<file path="src/hdl/dqsm_pkg.sv">
// Shared types, constants and speed packing for the dual quadrature speed meter.
// No dependencies; used by dqsm_front, dqsm_back and the top level.
package dqsm_pkg;

    localparam int COUNT_WIDTH = 16;
    localparam int SCALE_WIDTH = 24;
    localparam int FRAC_BITS   = 16;
    localparam int WORD_WIDTH  = 16;
    localparam int LOW_BITS    = 14;
    localparam int MAG_WIDTH   = COUNT_WIDTH + 1;
    localparam int PROD_WIDTH  = MAG_WIDTH + SCALE_WIDTH;
    localparam int Q_WIDTH     = PROD_WIDTH - FRAC_BITS;

    localparam int SQ_DEPTH    = 4;
    localparam int SQ_PTR      = $clog2(SQ_DEPTH);
    localparam int RQ_DEPTH    = 4;
    localparam int RQ_PTR      = $clog2(RQ_DEPTH);

    localparam logic [SCALE_WIDTH-1:0] SCALE_RESET = SCALE_WIDTH'(65536);
    localparam logic [Q_WIDTH-1:0]     MAX_POS     = Q_WIDTH'(32767);
    localparam logic [Q_WIDTH-1:0]     MAX_NEG_MAG = Q_WIDTH'(32768);

    // item codes
    localparam logic OP_EDGE     = 1'b0;
    localparam logic OP_TICK     = 1'b1;
    localparam logic WHEEL_LEFT  = 1'b0;
    localparam logic WHEEL_RIGHT = 1'b1;

    // direction codes, word bits 15:14
    localparam logic [1:0] DIR_FORWARD = 2'b01;
    localparam logic [1:0] DIR_REVERSE = 2'b10;

    typedef logic signed [COUNT_WIDTH-1:0] t_count;

    // one latched sample, front to back
    typedef struct packed {
        t_count     left_count;
        t_count     right_count;
        logic [1:0] left_dir;
        logic [1:0] right_dir;
    } t_sample;

    // one wheel after the multiply stage
    typedef struct packed {
        logic                  neg;
        logic [PROD_WIDTH-1:0] prod;
        logic [1:0]            dir;
        logic [WORD_WIDTH-1:0] pulses;
    } t_wheel_prod;

    typedef struct packed {
        logic [WORD_WIDTH-1:0] left_speed_word;
        logic [WORD_WIDTH-1:0] right_speed_word;
        logic [WORD_WIDTH-1:0] left_pulses;
        logic [WORD_WIDTH-1:0] right_pulses;
    } t_result;

    // |count| as an unsigned value one bit wider than the count
    function automatic logic [MAG_WIDTH-1:0] count_mag(input t_count c);
        logic [MAG_WIDTH-1:0] ext;
        ext = {c[COUNT_WIDTH-1], c};
        return c[COUNT_WIDTH-1] ? (MAG_WIDTH'(0) - ext) : ext;
    endfunction

    // clamp the truncated quotient and pack the direction bits
    function automatic logic [WORD_WIDTH-1:0] speed_word(
        input logic               neg,
        input logic [Q_WIDTH-1:0] q,
        input logic [1:0]         dir
    );
        logic [WORD_WIDTH-1:0] m;
        if (neg) begin
            m = (q > MAX_NEG_MAG) ? WORD_WIDTH'(32768) : (WORD_WIDTH'(0) - WORD_WIDTH'(q));
        end else begin
            m = (q > MAX_POS) ? WORD_WIDTH'(32767) : WORD_WIDTH'(q);
        end
        if (m == '0) begin
            return {dir, LOW_BITS'(0)};
        end else if (neg) begin
            return {DIR_REVERSE, m[LOW_BITS-1:0]};
        end else begin
            return {DIR_FORWARD, m[LOW_BITS-1:0]};
        end
    endfunction

endpackage

</file>
<file path="src/hdl/dqsm_front.sv">
// Front end: edge counters for both wheels and the sample queue to the back end.
// Depends on dqsm_pkg.
module dqsm_front (
    input  logic              i_clk,
    input  logic              i_rst_n,
    input  logic              i_accept,
    input  logic              i_operation,
    input  logic              i_wheel,
    input  logic              i_phase_a,
    input  logic              i_phase_b,
    input  logic [1:0]        i_left_target_direction,
    input  logic [1:0]        i_right_target_direction,
    output logic              o_full,
    output logic              o_sample_valid,
    output dqsm_pkg::t_sample o_sample,
    input  logic              i_sample_take
);
    import dqsm_pkg::*;

    t_count             r_left_cnt, n_left_cnt;
    t_count             r_right_cnt, n_right_cnt;
    t_sample            r_mem [SQ_DEPTH];
    logic [SQ_PTR-1:0]  r_wr, r_rd;
    logic [SQ_PTR:0]    r_fill;
    logic               is_edge, is_tick, step_up, sq_pop;
    t_count             step;
    t_sample            new_sample;

    assign is_edge = i_accept && (i_operation == OP_EDGE);
    assign is_tick = i_accept && (i_operation == OP_TICK);
    assign step_up = (i_phase_a == i_phase_b);
    assign step    = step_up ? t_count'(1) : t_count'(-1);

    always_comb begin
        n_left_cnt  = r_left_cnt;
        n_right_cnt = r_right_cnt;
        if (is_tick) begin
            n_left_cnt  = '0;
            n_right_cnt = '0;
        end else if (is_edge) begin
            if (i_wheel == WHEEL_RIGHT) begin
                n_right_cnt = r_right_cnt + step;
            end else begin
                n_left_cnt = r_left_cnt + step;
            end
        end
    end

    assign new_sample = '{left_count:  r_left_cnt,
                          right_count: r_right_cnt,
                          left_dir:    i_left_target_direction,
                          right_dir:   i_right_target_direction};

    assign sq_pop         = i_sample_take && (r_fill != '0);
    assign o_full         = (r_fill == (SQ_PTR+1)'(SQ_DEPTH));
    assign o_sample_valid = (r_fill != '0);
    assign o_sample       = r_mem[r_rd];

    always_ff @(posedge i_clk) begin
        if (!i_rst_n) begin
            r_left_cnt  <= '0;
            r_right_cnt <= '0;
            r_wr        <= '0;
            r_rd        <= '0;
            r_fill      <= '0;
        end else begin
            r_left_cnt  <= n_left_cnt;
            r_right_cnt <= n_right_cnt;
            if (is_tick) begin
                r_wr <= r_wr + 1'b1;
            end
            if (sq_pop) begin
                r_rd <= r_rd + 1'b1;
            end
            r_fill <= r_fill + (SQ_PTR+1)'(is_tick) - (SQ_PTR+1)'(sq_pop);
        end
    end

    always_ff @(posedge i_clk) begin
        if (is_tick) begin
            r_mem[r_wr] <= new_sample;
        end
    end

endmodule

</file>
<file path="src/hdl/dqsm_back.sv">
// Back end: scale multiply stage, clamp and pack stage, and the result queue.
// Depends on dqsm_pkg.
module dqsm_back (
    input  logic                                 i_clk,
    input  logic                                 i_rst_n,
    input  logic [dqsm_pkg::SCALE_WIDTH-1:0]     i_scale,
    input  logic                                 i_sample_valid,
    input  dqsm_pkg::t_sample                    i_sample,
    output logic                                 o_sample_take,
    output logic                                 o_empty,
    input  logic                                 i_pop,
    output dqsm_pkg::t_result                    o_result
);
    import dqsm_pkg::*;

    logic              r_s1_valid;
    t_wheel_prod       r_s1_left, r_s1_right;
    t_wheel_prod       n_left, n_right;
    t_result           r_mem [RQ_DEPTH];
    logic [RQ_PTR-1:0] r_wr, r_rd;
    logic [RQ_PTR:0]   r_fill;
    logic              rq_full, rq_pop, rq_push, s1_load;
    logic [MAG_WIDTH-1:0] left_mag, right_mag;
    t_result           packed_res;

    assign rq_full = (r_fill == (RQ_PTR+1)'(RQ_DEPTH));
    assign o_empty = (r_fill == '0);
    assign rq_pop  = i_pop && !o_empty;
    assign rq_push = r_s1_valid && (!rq_full || rq_pop);
    assign s1_load = !r_s1_valid || rq_push;
    assign o_sample_take = i_sample_valid && s1_load;

    // stage 1: |count| times scale, one 17x24 product per wheel
    assign left_mag  = count_mag(i_sample.left_count);
    assign right_mag = count_mag(i_sample.right_count);

    always_comb begin
        n_left.neg     = i_sample.left_count[COUNT_WIDTH-1];
        n_left.prod    = PROD_WIDTH'(left_mag) * PROD_WIDTH'(i_scale);
        n_left.dir     = i_sample.left_dir;
        n_left.pulses  = WORD_WIDTH'($unsigned(i_sample.left_count));
        n_right.neg    = i_sample.right_count[COUNT_WIDTH-1];
        n_right.prod   = PROD_WIDTH'(right_mag) * PROD_WIDTH'(i_scale);
        n_right.dir    = i_sample.right_dir;
        n_right.pulses = WORD_WIDTH'($unsigned(i_sample.right_count));
    end

    // stage 2: drop the fraction, clamp, pack
    always_comb begin
        packed_res.left_speed_word  = speed_word(r_s1_left.neg,
            r_s1_left.prod[PROD_WIDTH-1:FRAC_BITS], r_s1_left.dir);
        packed_res.right_speed_word = speed_word(r_s1_right.neg,
            r_s1_right.prod[PROD_WIDTH-1:FRAC_BITS], r_s1_right.dir);
        packed_res.left_pulses      = r_s1_left.pulses;
        packed_res.right_pulses     = r_s1_right.pulses;
    end

    assign o_result = r_mem[r_rd];

    always_ff @(posedge i_clk) begin
        if (!i_rst_n) begin
            r_s1_valid <= 1'b0;
            r_wr       <= '0;
            r_rd       <= '0;
            r_fill     <= '0;
        end else begin
            if (s1_load) begin
                r_s1_valid <= i_sample_valid;
            end
            if (rq_push) begin
                r_wr <= r_wr + 1'b1;
            end
            if (rq_pop) begin
                r_rd <= r_rd + 1'b1;
            end
            r_fill <= r_fill + (RQ_PTR+1)'(rq_push) - (RQ_PTR+1)'(rq_pop);
        end
    end

    always_ff @(posedge i_clk) begin
        if (o_sample_take) begin
            r_s1_left  <= n_left;
            r_s1_right <= n_right;
        end
        if (rq_push) begin
            r_mem[r_wr] <= packed_res;
        end
    end

endmodule

</file>
<file path="src/hdl/dual_quadrature_speed_meter_top.sv">
// Top level of the dual quadrature speed meter: scale register and the two halves.
// Depends on dqsm_pkg, dqsm_front and dqsm_back.
//
// Counts x2-decoded phase-A edges of a left and a right quadrature encoder and,
// on every sample tick, reports one word set: the two counts latched over the
// period and two packed speed words. An edge item (operation 0) steps the
// chosen wheel's 16-bit wrapping count up when A equals B and down otherwise;
// it gives no result. A tick item (operation 1) latches both counts, clears
// them and gives one result. Speed m = count * speed_scale / 2^16, truncated
// toward zero and clamped to -32768..32767; the word is 01 plus m[13:0] for a
// positive m, 10 plus m[13:0] for a negative m, and the target direction bits
// over zeros when m is zero. speed_scale (Q16, reset 65536) is written through
// the cfg channel, which is always ready; write it only while the block is idle.
// Rate: one item accepted per clock while full is low. Edges act in the cycle they
// are taken; a tick result passes the sample queue, the multiply stage (two 17x24
// products) and the pack into the result queue before it shows on the result side.
// Four-word queues sit between the front counters and the multiply stage and at
// the output, so push only sees full once nine ticks pile up behind a stalled
// pop (four per queue, one in the multiply stage).
module dual_quadrature_speed_meter_top (
    input  logic        i_clk,
    input  logic        i_rst_n,
    // input queue side
    input  logic        push,
    output logic        full,
    input  logic        i_operation,
    input  logic        i_wheel,
    input  logic        i_phase_a,
    input  logic        i_phase_b,
    input  logic [1:0]  i_left_target_direction,
    input  logic [1:0]  i_right_target_direction,
    // result queue side
    output logic        empty,
    input  logic        pop,
    output logic [15:0] o_left_speed_word,
    output logic [15:0] o_right_speed_word,
    output logic signed [15:0] o_left_pulses,
    output logic signed [15:0] o_right_pulses,
    // configuration write channel
    input  logic        i_cfg_valid,
    output logic        o_cfg_ready,
    input  logic [dqsm_pkg::SCALE_WIDTH-1:0] i_cfg_data
);
    import dqsm_pkg::*;

    logic [SCALE_WIDTH-1:0] r_scale;
    logic                   in_accept;
    logic                   sample_valid, sample_take;
    t_sample                sample;
    t_result                result;

    assign o_cfg_ready = 1'b1;
    assign in_accept   = push && !full;

    always_ff @(posedge i_clk) begin
        if (!i_rst_n) begin
            r_scale <= SCALE_RESET;
        end else if (i_cfg_valid) begin
            r_scale <= i_cfg_data;
        end
    end

    // front: counters, tick latch, sample queue
    dqsm_front u_front (
        .i_clk                    (i_clk),
        .i_rst_n                  (i_rst_n),
        .i_accept                 (in_accept),
        .i_operation              (i_operation),
        .i_wheel                  (i_wheel),
        .i_phase_a                (i_phase_a),
        .i_phase_b                (i_phase_b),
        .i_left_target_direction  (i_left_target_direction),
        .i_right_target_direction (i_right_target_direction),
        .o_full                   (full),
        .o_sample_valid           (sample_valid),
        .o_sample                 (sample),
        .i_sample_take            (sample_take)
    );

    // back: scale, clamp, pack, result queue
    dqsm_back u_back (
        .i_clk          (i_clk),
        .i_rst_n        (i_rst_n),
        .i_scale        (r_scale),
        .i_sample_valid (sample_valid),
        .i_sample       (sample),
        .o_sample_take  (sample_take),
        .o_empty        (empty),
        .i_pop          (pop),
        .o_result       (result)
    );

    assign o_left_speed_word  = result.left_speed_word;
    assign o_right_speed_word = result.right_speed_word;
    assign o_left_pulses      = $signed(result.left_pulses);
    assign o_right_pulses     = $signed(result.right_pulses);

endmodule

</file>
<file path="config.mk">
export PLATFORM = sky130hd
export DESIGN_NAME = dual_quadrature_speed_meter_top
export DESIGN_NICKNAME = d
export VERILOG_FILES = /design/src/hdl/dqsm_pkg.sv /design/src/hdl/dqsm_front.sv /design/src/hdl/dqsm_back.sv /design/src/hdl/dual_quadrature_speed_meter_top.sv
export SDC_FILE = /design/constraint.sdc
export NUM_CORES = 2
export LEC_CHECK = 0
export BUFFER_PORTS_ARGS = -buffer_cell sky130_fd_sc_hd__clkbuf_2
export CAP_MARGIN = 10
export CORE_UTILIZATION = 45
export CTS_BUF_LIST = sky130_fd_sc_hd__clkbuf_16
export DETAILED_ROUTE_END_ITERATION = 7
export GPL_TIMING_DRIVEN = 0
export PLACE_DENSITY = 0.61
export SETUP_SLACK_MARGIN = 0.3
export SYNTH_ARGS = -nofsm -noshare
export SYNTH_HDL_FRONTEND = slang
export SYNTH_SLANG_ARGS = --single-unit
export TNS_END_PERCENT = 10
</file>
<file path="constraint.sdc">
create_clock -name i_clk -period 8.05 [get_ports i_clk]
set_input_delay 1.2075 -clock i_clk [delete_from_list [all_inputs] [get_ports i_clk]]
set_output_delay 1.2075 -clock i_clk [all_outputs]
set_load 0.01 [all_outputs]
</file>
==> impl_results.md <==
- Status: finished with violations
- Failing checks: design-rule violations, negative setup slack
- Final WL: 128 mm
- Final min period: 8.72 ns
- Most used DFF post-synth: edfxtp_1
- Post-Place Worst Slack: -1.95 ns
- Vias in the first global route: 32600
- # hold bufs at CTS: 0
- Chip height: 328 um
- HP Class: reg -> reg
- Post-synthesis share of cell area spent on xor and xnor gates: 0.0201
- Post-synth EDFFs: 486
- Io pins: 104
- Die area: 0.108 mm2
- Setup crit end kind: flop
- Slew Viols, Final: 0
- Setup TNS: -14.24 ns
- Overflow after GRT: 0
- Hold Vio Cnt, Final: 0
- Final clock skew: 0.0732 ns
- CP arrival: 9.18 ns
- Row count: 119
- Largest family of logic cells by synthesized area: adder cells
- FILL cells: 9336
- Crit path kind: reg -> reg
- CTS tree: yes
- Post-Synth Adder-Cell Area: 0.346
- Max Cap Viol: 0
- Drt first pass iters: 8
- Setup ws final: -0.672 ns
- Cts bufs inserted: 59
- Largest net degree at the start of global routing: 52
- Area Growth Syn to Fin: 14.2%
- Fin area: 0.0548 mm2
- HPWL Detailed: 98.9 mm
- DR WL/cell: 21.1 um
- Core ar.: 0.105 mm2
- Startpoint class of the critical path: flop
- Root buf cell: clkbuf_16
- GRT Total Usage: 0.243
- Distinct cells, synth: 79
- Register area share after synthesis: 0.336
- Die Width: 328 um
- Post-route ant nets: 0
- Nets: 5567
- Share of cells above drive strength 1: 0.133
- Mapped cell area: 0.0480 mm2
- Vias per inst: 5.31
- Post-layout util: 0.520
- Compound-cell area share of the yosys netlist: 0.0446
- Clock Tree Buf Depth: 3
- # DRC: 26
- Final period util: 1.08
- Flops & latches, synth: 561
- Worst EP required: 8.50 ns
- Clock transition at path regs: 0.06 ns
- Post-synthesis simple-gate area fraction: 0.119
- Clock latency on the worst-skew pair: 0.71 ns
- RePlAce Congestion: 0.962
- Initial drt markers: 2420
- Synthesized netlist cell count: 4289
- Fraction of registers with async set/reset: 0
- CTS sink cnt: 561
- Max Freq: 115 MHz
- Vias: 32100
- H-tree depth: 2
- IO buf count: 101
- First-pass GRT wire length: 196 mm
- Slew Limit Headroom: 0.174
- CP Max Fanout: 10
- RSZ-0062 raised after global routing: yes
- Initial antenna violation count: 6
- Final Setup Violations: 37
- Starting density of the core: 0.455
- Area of the multi-input gates: 0.0293 mm2
- Mux contribution to synthesized area: 0.0541
- Avg Inst Size Synth: 11.2 um2
- Register area: 0.0161 mm2
- Worst slew pin tran: 1.23 ns
- Cell Area, Placed: 0.0511 mm2
- Synth warnings: 0
-- worst max-delay path, stage by stage, from the launching register on --
cell       delay (ns)
dfxtp_2          0.32
buf_12           0.14
buf_4            0.13
mux4_2           0.51
o21ai_0          0.19
xnor2_1          0.97
clkbuf_1         0.62
nand2_1          0.17
fa_1             0.54
fa_1             0.52
fa_1             0.53
inv_1            0.06
fa_1             0.51
fa_1             0.49
inv_1            0.05
fa_1             0.47
inv_1            0.04
ha_1             0.28
a21oi_1          0.22
o21ai_2          0.10
or3_4            0.38
o22ai_4          0.20
a2111oi_4        0.15
buf_4            0.16
o21a_1           0.18
or2_2            0.30
a21oi_1          0.18
xnor2_1          0.08
-- layout make-up --
| class | count | area share |
|---|---|---|
| flip-flops and latches | 561 | 0.294 |
| well taps | 1391 | 0.0318 |
| repair buffers | 203 | 0.0284 |
| clock buffers | 59 | 0.0270 |
| inverters | 819 | 0.0563 |
| multi-input cells | 2759 | 0.535 |
| diodes | 2 | 0.0000914 |
| plain buffers | 197 | 0.0203 |
| clock inverters | 50 | 0.00708 |
-- metal layers --
metal  vias up  wire length [um]  global-route usage
met5         -                 9                   0
met4         2              4200              0.0785
met3       189             10000              0.0421
met2      1053             58300               0.376
met1     16500             55200               0.348
li1      14300                 -                   -
-- sequential cells by signal, summed over array words and instances (netlist names), named ones only --
name and flops:
u_back.r_rd 2, u_front.r_fill 3, u_front.r_left_cnt 16, u_front.r_right_cnt 16
u_back.r_s1_left 27, u_front.r_wr 2, u_back.r_s1_valid 1, u_back.r_fill 3
u_back.r_wr 2, r_scale 24, u_front.r_mem 144, u_back.packed_res 32
u_back.r_mem 256, u_back.r_s1_right 27, u_front.r_rd 2
-- through the flow --
stage,hold slack [ns],std cells
after floorplan,0.450,4336
after global placement,0.461,5828
after detailed placement,0.487,5846
after CTS,0.475,6022
after global routing,0.495,6039
final,0.469,6041
-- worst paths after layout --
kind                          from               endpoint  slack, ns  cells after the start
max                           flop  u_back.r_s1_right[50]      -0.67                     27
min          u_back.packed_res[17]    u_back.r_mem[1][17]       0.47                      0
max reg2reg                   flop  u_back.r_s1_right[50]      -0.67                     27
min reg2reg  u_back.packed_res[17]    u_back.r_mem[1][17]       0.47                      0
-- cells by family (layout without fill, tap and decap cells) --
group | Yosys count | count (layout)
muxes | 135 | 135
buffers and inverters | 1016 | 1328
DFF | 561 | 561
adders and majority gates | 930 | 930
AOI/OAI and AO/OA | 344 | 344
other | 2 | 51
xor gates and xnor gates | 110 | 110
and+or+nand+nor | 1191 | 1191
-- cell usage after synthesis, types with 6 or more instances --
cell type / instances / area (um2)
and2_1: 264 / 1650
nor3_1: 45 / 225
buf_2: 10 / 50.1
mux4_2: 99 / 2230
o21a_1: 15 / 113
clkbuf_1: 170 / 638
xnor2_1: 74 / 648
o22ai_1: 10 / 62.6
nand2_1: 613 / 2300
a21oi_1: 126 / 631
a211oi_1: 20 / 150
nor2_1: 83 / 312
a21o_1: 33 / 248
o21ai_0: 68 / 340
nand2b_1: 18 / 113
mux2i_1: 31 / 310
o31ai_1: 7 / 52.6
or2_2: 7 / 43.8
nand4_1: 15 / 93.8
nor2b_1: 52 / 325
inv_1: 818 / 3070
edfxtp_1: 486 / 14600
and3_1: 11 / 68.8
dfxtp_1: 75 / 1500
fa_1: 658 / 13200
o21bai_1: 6 / 45.0
xor2_1: 36 / 315
or3_1: 19 / 119
nand3_1: 17 / 85.1
a31oi_1: 10 / 62.6
ha_1: 272 / 3400
or4_1: 9 / 67.6
nor4_1: 12 / 75.1
buf_1: 11 / 41.3
-- cells in the final DEF (no fill, tap or decap), types with 55 or more instances in the layout --
cell and n:
nand2_1 606, clkbuf_16 61, nor2_1 79, a21oi_1 117, mux4_2 99, clkbuf_2 118
fa_1 652, edfxtp_1 486, xnor2_1 55, ha_1 260, inv_1 818, buf_4 87
clkbuf_1 126, and2_1 253, dfxtp_1 74
-- timing repair --
item                                    CTS  global route
hold endpoints to repair                  0             0
endpoints found under the setup margin   50            50
pin swaps                                52            35
buffers inserted                         67            17
resized for setup                       175            69
Power is not shown: default switching activity piles up to over one toggle a cycle in this logic, so the estimate is an artifact.
